### src/sv/iba_pkg.sv
// Package for the I2C address probe: word types, configuration register
// indexes, the probe phase encoding and the tick delay compare.
// No dependencies.
package iba_pkg;

  localparam int unsigned CfgIndexWidth = 2;
  localparam int unsigned CfgDataWidth  = 16;

  localparam logic [CfgIndexWidth-1:0] CfgHalfPeriod   = 2'd0;
  localparam logic [CfgIndexWidth-1:0] CfgStretchLimit = 2'd1;
  localparam logic [CfgIndexWidth-1:0] CfgSettle       = 2'd2;

  localparam logic [15:0] HalfPeriodReset   = 16'd5;
  localparam logic [15:0] StretchLimitReset = 16'd100;
  localparam logic [7:0]  SettleReset       = 8'd5;

  localparam logic [3:0] BitsPerByte = 4'd8;

  typedef enum logic [0:0] {
    FuncTick  = 1'b0,
    FuncStart = 1'b1
  } func_e;

  typedef struct packed {
    logic       func;
    logic [6:0] target_address;
    logic       scl_level;
    logic       sda_level;
  } in_item_t;

  typedef struct packed {
    logic scl_release;
    logic sda_release;
    logic busy_res;
    logic done_res;
    logic ack_seen;
  } out_item_t;

  typedef struct packed {
    logic [15:0] half_period_ticks;
    logic [15:0] stretch_limit_ticks;
    logic [7:0]  settle_ticks;
  } cfg_t;

  typedef enum logic [15:0] {
    PhIdle     = 16'h0001,
    PhStartPre = 16'h0002,
    PhStartStr = 16'h0004,
    PhStartHld = 16'h0008,
    PhStartLow = 16'h0010,
    PhBitSetup = 16'h0020,
    PhBitHigh  = 16'h0040,
    PhBitStr   = 16'h0080,
    PhBitSettl = 16'h0100,
    PhAckSetup = 16'h0200,
    PhAckStr   = 16'h0400,
    PhAckHigh  = 16'h0800,
    PhStop1    = 16'h1000,
    PhStop2    = 16'h2000,
    PhStop3    = 16'h3000 ^ 16'h7000,
    PhStop4    = 16'h8000
  } phase_e;

  // True when a delay of n ticks ends on this tick, given the ticks counted.
  function automatic logic delay_over(logic [15:0] count, logic [15:0] n);
    logic [16:0] next_count;
    next_count = {1'b0, count} + 17'd1;
    return next_count >= {1'b0, n};
  endfunction

endpackage

### src/sv/i2c_bitbang_address_probe.sv
// Top level of the I2C address probe: input word register, sequencer,
// configuration registers and result word register.
// Depends on iba_pkg, iba_cfg and iba_seq.
//
//   Channel   Direction  Handshake                  Word
//   in        to block   in_valid_i / in_stall_o    iba_pkg::in_item_t
//   out       from block out_valid_o / out_stall_i  iba_pkg::out_item_t
//   cfg       to block   cfg_we_i                   cfg_index_i, cfg_data_i
//
// The sequencer steps once per accepted word; one word is accepted per cycle while
// the input is not stalled. An accepted word is held in the input register, and its
// result word is registered in the result register when the sequencer steps.
// The sequencer steps when its input register holds a word and the result
// register is empty or being taken; a held word that cannot step stalls the input.
// Reset leaves the probe idle with both lines released and the config defaults.
module i2c_bitbang_address_probe (
  input  logic                              clk_i,
  input  logic                              rst_ni,
  input  logic                              in_valid_i,
  output logic                              in_stall_o,
  input  iba_pkg::in_item_t                 in_data_i,
  output logic                              out_valid_o,
  input  logic                              out_stall_i,
  output iba_pkg::out_item_t                out_data_o,
  input  logic                              cfg_we_i,
  input  logic [iba_pkg::CfgIndexWidth-1:0] cfg_index_i,
  input  logic [iba_pkg::CfgDataWidth-1:0]  cfg_data_i
);

  logic               in_valid_q;
  iba_pkg::in_item_t  in_data_q;
  logic               out_valid_q;
  iba_pkg::out_item_t out_data_q;
  logic               advance;
  iba_pkg::cfg_t      cfg;
  iba_pkg::out_item_t res;

  assign advance    = in_valid_q & (~out_valid_q | ~out_stall_i);
  assign in_stall_o = in_valid_q & out_valid_q & out_stall_i;

  always_ff @(posedge clk_i or negedge rst_ni) begin
    if (!rst_ni) begin
      in_valid_q <= 1'b0;
    end else if (!in_stall_o) begin
      in_valid_q <= in_valid_i;
    end
  end

  always_ff @(posedge clk_i) begin
    if (in_valid_i && !in_stall_o) begin
      in_data_q <= in_data_i;
    end
  end

  iba_cfg u_cfg (
    .clk_i       (clk_i),
    .rst_ni      (rst_ni),
    .cfg_we_i    (cfg_we_i),
    .cfg_index_i (cfg_index_i),
    .cfg_data_i  (cfg_data_i),
    .cfg_o       (cfg)
  );

  iba_seq u_seq (
    .clk_i  (clk_i),
    .rst_ni (rst_ni),
    .en_i   (advance),
    .item_i (in_data_q),
    .cfg_i  (cfg),
    .res_o  (res)
  );

  always_ff @(posedge clk_i or negedge rst_ni) begin
    if (!rst_ni) begin
      out_valid_q <= 1'b0;
    end else if (advance) begin
      out_valid_q <= 1'b1;
    end else if (!out_stall_i) begin
      out_valid_q <= 1'b0;
    end
  end

  always_ff @(posedge clk_i) begin
    if (advance) begin
      out_data_q <= res;
    end
  end

  assign out_valid_o = out_valid_q;
  assign out_data_o  = out_data_q;

endmodule

### src/sv/iba_cfg.sv
// Configuration registers of the I2C address probe.
// Depends on iba_pkg.
module iba_cfg (
  input  logic                                 clk_i,
  input  logic                                 rst_ni,
  input  logic                                 cfg_we_i,
  input  logic [iba_pkg::CfgIndexWidth-1:0]    cfg_index_i,
  input  logic [iba_pkg::CfgDataWidth-1:0]     cfg_data_i,
  output iba_pkg::cfg_t                        cfg_o
);

  logic [15:0] half_period_q;
  logic [15:0] stretch_limit_q;
  logic [7:0]  settle_q;

  always_ff @(posedge clk_i or negedge rst_ni) begin
    if (!rst_ni) begin
      half_period_q   <= iba_pkg::HalfPeriodReset;
      stretch_limit_q <= iba_pkg::StretchLimitReset;
      settle_q        <= iba_pkg::SettleReset;
    end else if (cfg_we_i) begin
      unique case (cfg_index_i)
        iba_pkg::CfgHalfPeriod:   half_period_q   <= cfg_data_i;
        iba_pkg::CfgStretchLimit: stretch_limit_q <= cfg_data_i;
        iba_pkg::CfgSettle:       settle_q        <= cfg_data_i[7:0];
        default: ;
      endcase
    end
  end

  assign cfg_o.half_period_ticks   = half_period_q;
  assign cfg_o.stretch_limit_ticks = stretch_limit_q;
  assign cfg_o.settle_ticks        = settle_q;

endmodule

### src/sv/iba_seq.sv
// Probe sequencer: phase, delay counter, address shifter and line drives,
// advanced by one word per enabled cycle. Depends on iba_pkg.
module iba_seq (
  input  logic               clk_i,
  input  logic               rst_ni,
  input  logic               en_i,
  input  iba_pkg::in_item_t  item_i,
  input  iba_pkg::cfg_t      cfg_i,
  output iba_pkg::out_item_t res_o
);

  iba_pkg::phase_e phase_q, phase_d;
  logic [15:0] wait_q, wait_d;
  logic [3:0]  bit_index_q, bit_index_d;
  logic [7:0]  shift_q, shift_d;
  logic        ack_q, ack_d;
  logic        scl_q, scl_d;
  logic        sda_q, sda_d;
  logic        done;

  logic [15:0] wait_inc;
  logic        hp_over;
  logic        settle_over;
  logic        stretch_over;
  logic [3:0]  bit_next;
  logic [7:0]  shift_next;

  assign wait_inc     = wait_q + 16'd1;
  assign hp_over      = iba_pkg::delay_over(wait_q, cfg_i.half_period_ticks);
  assign settle_over  = iba_pkg::delay_over(wait_q, {8'd0, cfg_i.settle_ticks});
  assign stretch_over = iba_pkg::delay_over(wait_q, cfg_i.stretch_limit_ticks);
  assign bit_next     = bit_index_q + 4'd1;
  assign shift_next   = {shift_q[6:0], 1'b0};

  always_comb begin
    phase_d     = phase_q;
    wait_d      = wait_q;
    bit_index_d = bit_index_q;
    shift_d     = shift_q;
    ack_d       = ack_q;
    scl_d       = scl_q;
    sda_d       = sda_q;
    done        = 1'b0;

    if (item_i.func == iba_pkg::FuncStart) begin
      if (phase_q == iba_pkg::PhIdle) begin
        shift_d     = {item_i.target_address, 1'b0};
        bit_index_d = 4'd0;
        ack_d       = 1'b0;
        scl_d       = 1'b1;
        sda_d       = 1'b1;
        phase_d     = iba_pkg::PhStartPre;
        wait_d      = 16'd0;
      end
    end else begin
      unique case (phase_q)
        iba_pkg::PhIdle: ;
        iba_pkg::PhStartPre: begin
          wait_d = hp_over ? 16'd0 : wait_inc;
          if (hp_over) begin
            scl_d   = 1'b1;
            phase_d = iba_pkg::PhStartStr;
          end
        end
        iba_pkg::PhStartStr: begin
          if (item_i.scl_level) begin
            wait_d  = 16'd0;
            sda_d   = 1'b0;
            phase_d = iba_pkg::PhStartHld;
          end else if (stretch_over) begin
            wait_d  = 16'd0;
            phase_d = iba_pkg::PhStop1;
          end else begin
            wait_d = wait_inc;
          end
        end
        iba_pkg::PhStartHld: begin
          wait_d = hp_over ? 16'd0 : wait_inc;
          if (hp_over) begin
            scl_d   = 1'b0;
            phase_d = iba_pkg::PhStartLow;
          end
        end
        iba_pkg::PhStartLow: begin
          wait_d = hp_over ? 16'd0 : wait_inc;
          if (hp_over) begin
            sda_d   = shift_q[7];
            phase_d = iba_pkg::PhBitSetup;
          end
        end
        iba_pkg::PhBitSetup: begin
          wait_d = hp_over ? 16'd0 : wait_inc;
          if (hp_over) begin
            scl_d   = 1'b1;
            phase_d = iba_pkg::PhBitHigh;
          end
        end
        iba_pkg::PhBitHigh: begin
          wait_d = hp_over ? 16'd0 : wait_inc;
          if (hp_over) begin
            phase_d = iba_pkg::PhBitStr;
          end
        end
        iba_pkg::PhBitStr: begin
          if (item_i.scl_level) begin
            wait_d  = 16'd0;
            scl_d   = 1'b0;
            phase_d = iba_pkg::PhBitSettl;
          end else if (stretch_over) begin
            wait_d  = 16'd0;
            phase_d = iba_pkg::PhStop1;
          end else begin
            wait_d = wait_inc;
          end
        end
        iba_pkg::PhBitSettl: begin
          wait_d = settle_over ? 16'd0 : wait_inc;
          if (settle_over) begin
            bit_index_d = bit_next;
            shift_d     = shift_next;
            if (bit_next >= iba_pkg::BitsPerByte) begin
              sda_d   = 1'b1;
              phase_d = iba_pkg::PhAckSetup;
            end else begin
              sda_d   = shift_next[7];
              phase_d = iba_pkg::PhBitSetup;
            end
          end
        end
        iba_pkg::PhAckSetup: begin
          wait_d = hp_over ? 16'd0 : wait_inc;
          if (hp_over) begin
            scl_d   = 1'b1;
            phase_d = iba_pkg::PhAckStr;
          end
        end
        iba_pkg::PhAckStr: begin
          if (item_i.scl_level) begin
            wait_d  = 16'd0;
            ack_d   = ~item_i.sda_level;
            phase_d = iba_pkg::PhAckHigh;
          end else if (stretch_over) begin
            wait_d  = 16'd0;
            phase_d = iba_pkg::PhStop1;
          end else begin
            wait_d = wait_inc;
          end
        end
        iba_pkg::PhAckHigh: begin
          wait_d = hp_over ? 16'd0 : wait_inc;
          if (hp_over) begin
            scl_d   = 1'b0;
            phase_d = iba_pkg::PhStop1;
          end
        end
        iba_pkg::PhStop1: begin
          wait_d = hp_over ? 16'd0 : wait_inc;
          if (hp_over) begin
            sda_d   = 1'b0;
            phase_d = iba_pkg::PhStop2;
          end
        end
        iba_pkg::PhStop2: begin
          wait_d = hp_over ? 16'd0 : wait_inc;
          if (hp_over) begin
            scl_d   = 1'b1;
            phase_d = iba_pkg::PhStop3;
          end
        end
        iba_pkg::PhStop3: begin
          wait_d = hp_over ? 16'd0 : wait_inc;
          if (hp_over) begin
            sda_d   = 1'b1;
            phase_d = iba_pkg::PhStop4;
          end
        end
        iba_pkg::PhStop4: begin
          wait_d = hp_over ? 16'd0 : wait_inc;
          if (hp_over) begin
            phase_d = iba_pkg::PhIdle;
            done    = 1'b1;
          end
        end
        default: begin
          phase_d = iba_pkg::PhIdle;
          wait_d  = 16'd0;
        end
      endcase
    end
  end

  always_ff @(posedge clk_i or negedge rst_ni) begin
    if (!rst_ni) begin
      phase_q     <= iba_pkg::PhIdle;
      wait_q      <= 16'd0;
      bit_index_q <= 4'd0;
      shift_q     <= 8'd0;
      ack_q       <= 1'b0;
      scl_q       <= 1'b1;
      sda_q       <= 1'b1;
    end else if (en_i) begin
      phase_q     <= phase_d;
      wait_q      <= wait_d;
      bit_index_q <= bit_index_d;
      shift_q     <= shift_d;
      ack_q       <= ack_d;
      scl_q       <= scl_d;
      sda_q       <= sda_d;
    end
  end

  assign res_o.scl_release = scl_d;
  assign res_o.sda_release = sda_d;
  assign res_o.busy_res    = (phase_d != iba_pkg::PhIdle);
  assign res_o.done_res    = done;
  assign res_o.ack_seen    = ack_d;

endmodule
### config.mk
export PLATFORM = sky130hd
export DESIGN_NAME = i2c_bitbang_address_probe
export DESIGN_NICKNAME = d
export VERILOG_FILES = /design/src/sv/iba_pkg.sv /design/src/sv/i2c_bitbang_address_probe.sv /design/src/sv/iba_cfg.sv /design/src/sv/iba_seq.sv
export SDC_FILE = /design/constraint.sdc
export NUM_CORES = 1
export LEC_CHECK = 0
export BUFFER_PORTS_ARGS = -buffer_cell sky130_fd_sc_hd__buf_2
export CAP_MARGIN = 40
export CORE_MARGIN = 2
export CORE_UTILIZATION = 55
export CTS_BUF_LIST = sky130_fd_sc_hd__clkbuf_2 sky130_fd_sc_hd__clkbuf_4 sky130_fd_sc_hd__clkbuf_8
export DETAILED_ROUTE_END_ITERATION = 8
export PLACE_DENSITY = 0.73
export SYNTH_ARGS = -nofsm -noshare
export SYNTH_HDL_FRONTEND = slang
export SYNTH_HIERARCHICAL = 1
export SYNTH_SLANG_ARGS = --single-unit
### constraint.sdc
create_clock -name clk_i -period 8.1 [get_ports clk_i]
set_input_delay 0.405 -clock clk_i [delete_from_list [all_inputs] [get_ports clk_i]]
set_output_delay 0.405 -clock clk_i [all_outputs]
set_load 0.03 [all_outputs]
==> out/results.ini, run 1 <==
[status]
run_status=completed

[setup_path]
cp-start-kind=register
path_max_fanout=11
crit_arrival_ps=4990
regToRegSetupSlack_ps=3250
worstPathRequired_ps=8240
critPathLaunch=u_seq/wait_q[0]
r2r_start=u_seq/wait_q[0]
r2r-end=out_data_o[2]
critical_path.endpoint=out_data_o[2]
end_kind=register
critPathSlowestCell=a211oi_1
r2r_cells=14
cp_cell_sequence=ha_1, nand3_1, nor4_1, xnor2_1, inv_1, ha_1, a21o_1, a211oi_1, inv_1, nor2_1, nor2_1, a22o_1, nor4_1, nand4b_1
critical-path-max-stage-delay_ps=710
worstSetupPathType=register to register

[yosys]
syn_area_um2=6740
yosys_warnings=6
synth.avg_cell_area_um2=9.59
synth_edf_count=15
synth-seq-area-share_pct=39.6
synthArstFlopShare_pct=85.4
syn_inst=702
ys_ff_latch=103
yosysUniqueCellTypes=77
yosysTopAreaCellShare_pct=29.0
ys.flop_type=dfrtp_1
synth.largest_area_cell=dfrtp_1
netlist_top_cells_area=dfrtp_1 29%, mux2_2 8.5%, ha_1 7.2%
synth_fp_nets=774

[clocking]
cts.path.max_buffers=2
hold_buffers=1
clock_latency_ps=390
cts.sinks=103
clockRootBuffer=clkbuf_8
htreeDepth=3
cts_buffers=9
postCtsResizedCells=0
path_clk_slew_ps=110
postCtsSetupRepairBufs=0
cts_tree=yes

[final_layout]
syn_to_final_growth_pct=6.39
final_common_cell=dfrtp_1
layout.nets=790
ff_latch_area_um2=2670
num-fill-cells=1019
layout_common_cells=78 x dfrtp_1, 51 x mux2_2, 49 x inv_1, 49 x nand2_1, 40 x o21ai_0
drive_gt1_share_pct=20.2
antennaDiodeCount=0
multi_input_area_um2=3700

[timing]
hold_viol_final=0
timing.fmax_ghz=0.206
hold_slack_ps=186
skew_ps=18.6
slew_headroom_pct=39.4
rsz0062_at_grt=no
finalCritPeriodShare_pct=59.9
maxSlewViolCount=0
worst_slew_pin_slew_ps=908
setup_tns_ps=0
min_period_ps=4850
setup_viol_count_final=0
worst_slack_ps=3250

[floorplan]
die_y_um=115
io-pin-count=40
dieWidth_um=115
core_um2=12000
placementRows=40
initial_utilization_pct=56.3
die_area_um2=13100

[drt]
drcViolationCount=0
wl_per_cell_um=20.0
drt.antenna.violating_nets=0
routed_wl_um=17400
num_vias=5692
drtIter0Drc=562
drtPass1Iterations=5
viasPerCell=6.54

[pwr]
pwr-share-comb_pct=24.6
p_per_area_nw_per_um2=181
p_clk_share_pct=23.2
p_seq_share_pct=52.2
p_int_mw=0.868
swShare_pct=33.2
vdd_ir_drop_max_v=0.000163
power_leakage_nw=3.20
p_sw_mw=0.431

[global_route]
grt_usage_pct=27.7
grt_pass1_vias=5358
grt_pass1_wl_um=28100
grt_max_degree=49
grt_overflow=0
antenna_found_initial=0

[placed_design]
pre_cts_ws_ps=3360
hpwl_um=13000
gp_congestion=1.00
port_buffers=39

[run]
cap_viol_max_count=0

[hold_path]
hp-class=input pin to register

==> kinds of logic after synthesis <==
group	synth area share [%]
XOR/XNOR	3.01
adder cells (fa/ha/maj)	7.25
multiplexers	9.72
buffers and inverters	5.72
flip-flops	39.6
AND/OR/NAND/NOR	19.7
AO/OA/AOI/OAI	15.0
==> synthesized netlist by cell type (10+ instances only) <==
cell type,number
inv_1,49
nand2_1,49
nand3_1,39
o21ai_0,41
o31ai_1,14
edfxtp_1,15
dfstp_2,10
nor2b_1,11
a21oi_1,30
nor4_1,16
nand4_1,17
mux2_2,51
clkbuf_1,28
nor3_1,15
nor2_1,35
ha_1,39
xnor2_1,12
dfrtp_1,78
==> power groups by stage <==
stage / combinational [mW] / clock [mW] / sequential [mW]
after global placement: 0.301 / 0 / 0.683
after floorplan: 0.241 / 0 / 0.664
after CTS: 0.315 / 0.312 / 0.677
final: 0.319 / 0.302 / 0.678
after detailed placement: 0.312 / 0 / 0.687
after global routing: 0.354 / 0.327 / 0.690
==> through the flow <==
stage	total power, mW	util (%)	area (um^2)	cells
6_report	1.30	59.9	7170	870
5_1_grt	1.37	59.9	7170	870
4_1_cts	1.30	59.9	7170	870
3_5_place_dp	0.998	58.4	6980	853
3_3_place_gp	0.984	58.1	6950	850
2_1_floorplan	0.906	-	6740	702
==> critical path: cells and delay by family, from the launching register on <==
kind | cells | cell delay, ps
AOI/OAI and AO/OA | 3 | 1160
and+or+nand+nor | 6 | 1650
adders and majority gates | 2 | 730
buffers and inverters | 2 | 310
xor gates and xnor gates | 1 | 210
DFF | 1 | 530
==> worst min-delay path by stage <==
| stage | from | endpoint | slack, ps | depth (start not counted) |
|---|---|---|---|---|
| 2_1_floorplan | rst_ni | in_valid_q | 110 | 0 |
| 3_3_place_gp | rst_ni | u_cfg/half_period_q[5] | 410 | 1 |
| 3_5_place_dp | rst_ni | u_cfg/settle_q[6] | 420 | 1 |
| 4_1_cts | in_data_i[4] | in_data_q[4] | 170 | 1 |
| 5_1_grt | in_data_i[5] | in_data_q[5] | 180 | 1 |
| 6_report | in_data_i[8] | in_data_q[8] | 190 | 1 |
==> sequential cells by signal, indices dropped and copies added (netlist names) <==
register,flops
u_cfg/settle_q,8
u_cfg/stretch_limit_q,16
u_seq/scl_q,1
u_seq/phase_q,16
u_cfg/half_period_q,16
in_valid_q,1
out_valid_o,1
u_seq/ack_q,1
u_seq/wait_q,16
u_seq/sda_q,1
out_data_o,5
u_seq/bit_index_q,4
u_seq/shift_q,7
in_data_q,10
==> layout make-up <==
type	instances	area share (%)
multi-input cells	508	51.6
flip-flops and latches	103	37.2
repair buffers	46	3.61
clock buffers	11	1.94
inverters	50	2.62
well taps	147	2.57
clock inverters	5	0.489
==> layer usage <==
metal	share of wire [%]	vias to the layer above	wire [um]	GRT usage [%]
met3	7.8	43	1350	5.19
met4	2.1	0	367	9.19
met2	43	270	7440	40.0
met5	0	-	0	0
met1	47	2763	8240	41.8
li1	-	2616	-	-
Power figures use the tool's default switching activity.
==> run 2, diff against run 1 <==
Settings changed: ABC_AREA from default to 1, PLACE_DENSITY 0.73 to 0.76.
Clock period 8.1 ns to 3.96 ns, I/O delays scaled along.
==> run 2 against run 1 <==
Compared with the run above: hold slack got worse by 140 ps; via count rose by 16%; clock-buffer cell count fell by 1; die area rose by 7.5%; power rose by 130%; critical path depth rose by 4; largest power group unchanged; sequential cell count did not move.
==> out/results.ini, run 2 <==
[clocking]
cts.path.max_buffers=2
path_clk_slew_ps=110
clockRootBuffer=clkbuf_8
postCtsSetupRepairBufs=0
postCtsResizedCells=0
htreeDepth=3
cts.sinks=103
clock_latency_ps=400
cts_tree=yes
cts_buffers=9

[placed_design]
gp_congestion=1.01
port_buffers=39
hpwl_um=13000

[setup_path]
crit_cells=18
critPathTopFamily=simple AND/OR/NAND/NOR gates
path_max_fanout=12
critPathSlowestCell=dfrtp_1
end_kind=register
r2r_cells=18
critical-path-max-stage-delay_ps=540
worstSetupPathType=register to register
cp_cell_sequence=nand3_1, nor3_2, xor2_1, inv_1, ha_1, nand2_1, nor2_1, nand3_1, nor4_1, nand2_2, nor3_4, nor2_4, nand2_4, inv_4, nand2_2, nand3_4, nand2_4, o22ai_2
crit_arrival_ps=3860
cp_num_buf_inv=2
worstPathRequired_ps=4230
cp-start-kind=register

[timing]
setup_viol_count_final=0
finalCritPeriodShare_pct=90.5
min_period_ps=3580
maxSlewViolCount=0
setup_tns_ps=0
rsz0062_at_grt=no
timing.fmax_ghz=0.279
slew_headroom_pct=51.1
hold_viol_final=0
skew_ps=26.0
worst_slew_pin_slew_ps=734

[global_route]
grt_usage_pct=25.9
grt_pass1_wl_um=29200
grt_pass1_vias=5879
grt_max_degree=51
antenna_found_initial=0
grt_overflow=0

[pwr]
power_leakage_nw=4.25
swShare_pct=37.0
pwr-share-comb_pct=30.1
p_per_area_nw_per_um2=375
p_sw_mw=1.09
p_total_mw=2.95
p_seq_share_pct=45.9
p_clk_share_pct=24.0
vdd_ir_drop_max_v=0.000325
p_int_mw=1.86

[yosys]
yosysUniqueCellTypes=47
synth_fp_nets=1065
synth.avg_cell_area_um2=7.31
ys.flop_type=dfrtp_1
syn_area_um2=7260
yosysTopAreaCellShare_pct=26.9
synthArstFlopShare_pct=85.4
synth_edf_count=15
synth.largest_area_cell=dfrtp_1
synth-seq-area-share_pct=36.7
yosys_warnings=6
ys_top_cells_by_count=320 x nand2_1, 130 x inv_1, 90 x nand3_1, 78 x dfrtp_1, 52 x nor2_1
synth_most_common_cell=nand2_1
netlist_top_cells_area=dfrtp_1 27%, nand2_1 17%, ha_1 6.7%
syn_inst=993
ys_ff_latch=103

[drt]
drtIter0Drc=666
drt.antenna.violating_nets=0
routed_wl_um=17400
wl_per_cell_um=14.4
num_vias=6575
viasPerCell=5.44
drtPass1Iterations=6
drcViolationCount=0

[floorplan]
placementRows=41
die_area_um2=14100
io-pin-count=40
core_um2=12800
initial_utilization_pct=56.9
die_y_um=119
dieWidth_um=119

[final_layout]
drive_gt1_share_pct=14.5
antennaDiodeCount=0
final_common_cell=nand2_1
layout_common_cells=320 x nand2_1, 130 x inv_1, 90 x nand3_1
final_util_pct=61.5
layout.nets=1103
syn_to_final_growth_pct=8.18

[hold_path]
hold_depth=3
hp-class=input pin to register

[status]
run_status=completed

[run]
cap_viol_max_count=0

## run 2: cell count changes in the layout (fill, tap and decap cells not counted), moves of 16 or more
cell | before | now
nand3_1 | 39 | 90
nand2_2 | 0 | 17
nand2_1 | 49 | 320
o21ai_0 | 40 | 24
a21oi_1 | 30 | 12
nand4_1 | 17 | 45
inv_1 | 49 | 130
mux2_2 | 51 | 0
nor2_1 | 35 | 52
## run 2: path summary, 6_finish.rpt
check,startpoint,end,slack (ps)
min in group asynchronous,rst_ni,u_seq/phase_q[2],380
min reg2reg,u_cfg/settle_q[2],u_cfg/settle_q[2],470
max,u_seq/wait_q[0],u_seq/wait_q[15],380
max in group asynchronous,rst_ni,u_cfg/stretch_limit_q[6],2620
max reg2reg,u_seq/wait_q[0],u_seq/wait_q[15],380
min,cfg_data_i[2],u_cfg/stretch_limit_q[2],50
## run 2: through the flow
| stage | setup WS, ps | cell area (um^2) | hold slack [ps] | cells |
|---|---|---|---|---|
| after floorplan | 881 | 7260 | -97.6 | 993 |
| after global placement | 540 | 7530 | 286 | 1180 |
| after detailed placement | 444 | 7530 | 286 | 1180 |
| after CTS | 421 | 7860 | 22.0 | 1208 |
| after global routing | 92.4 | 7860 | 31.7 | 1208 |
| final | 376 | 7860 | 45.1 | 1208 |
## run 2: power groups by stage
stage | Sequential (mW) | Combinational, mW | Clock, mW
final | 1.35 | 0.886 | 0.709
after global routing | 1.37 | 1.00 | 0.765
after CTS | 1.35 | 0.877 | 0.729
after detailed placement | 1.37 | 0.864 | 0
after global placement | 1.37 | 0.854 | 0
after floorplan | 1.36 | 0.637 | 0
## run 2: area by class of cell
| cell class | count | area, um^2 |
|---|---|---|
| well taps | 172 | 215 |
| clock buffers | 10 | 131 |
| inverters | 143 | 539 |
| flip-flops and latches | 103 | 2670 |
| clock inverters | 6 | 73.8 |
| fillers | 1132 | 4920 |
| repair buffers | 59 | 378 |
| multi-input cells | 715 | 3850 |
## run 2: cells by family after synthesis
| logic type | after synthesis | share of synthesized area, % |
|---|---|---|
| AOI/OAI and AO/OA | 80 | 7.00 |
| xor gates and xnor gates | 10 | 1.21 |
| adders and majority gates | 39 | 6.72 |
| buffers and inverters | 175 | 10.3 |
| DFF | 103 | 36.7 |
| muxes | 1 | 0.310 |
| and+or+nand+nor | 585 | 37.8 |
## run 2: tightest hold or removal path, cell delays in order
cell and delay, ps:
buf_2 110, nand4_1 80, nand2_1 60
## run 2: metal layers
metal	track usage (%)	wire length (um)	share of wire [%]
met3	5.17	1290	7.4
met5	0	0	0
met4	7.66	355	2.0
met1	40.0	8480	49
met2	36.6	7310	42
## run 2: what timing repair did
| action | in CTS | in global routing |
|---|---|---|
| hold buffers | 12 | 0 |
| setup endpoints to repair | 0 | 0 |
| endpoints found under the hold margin | 56 | 0 |
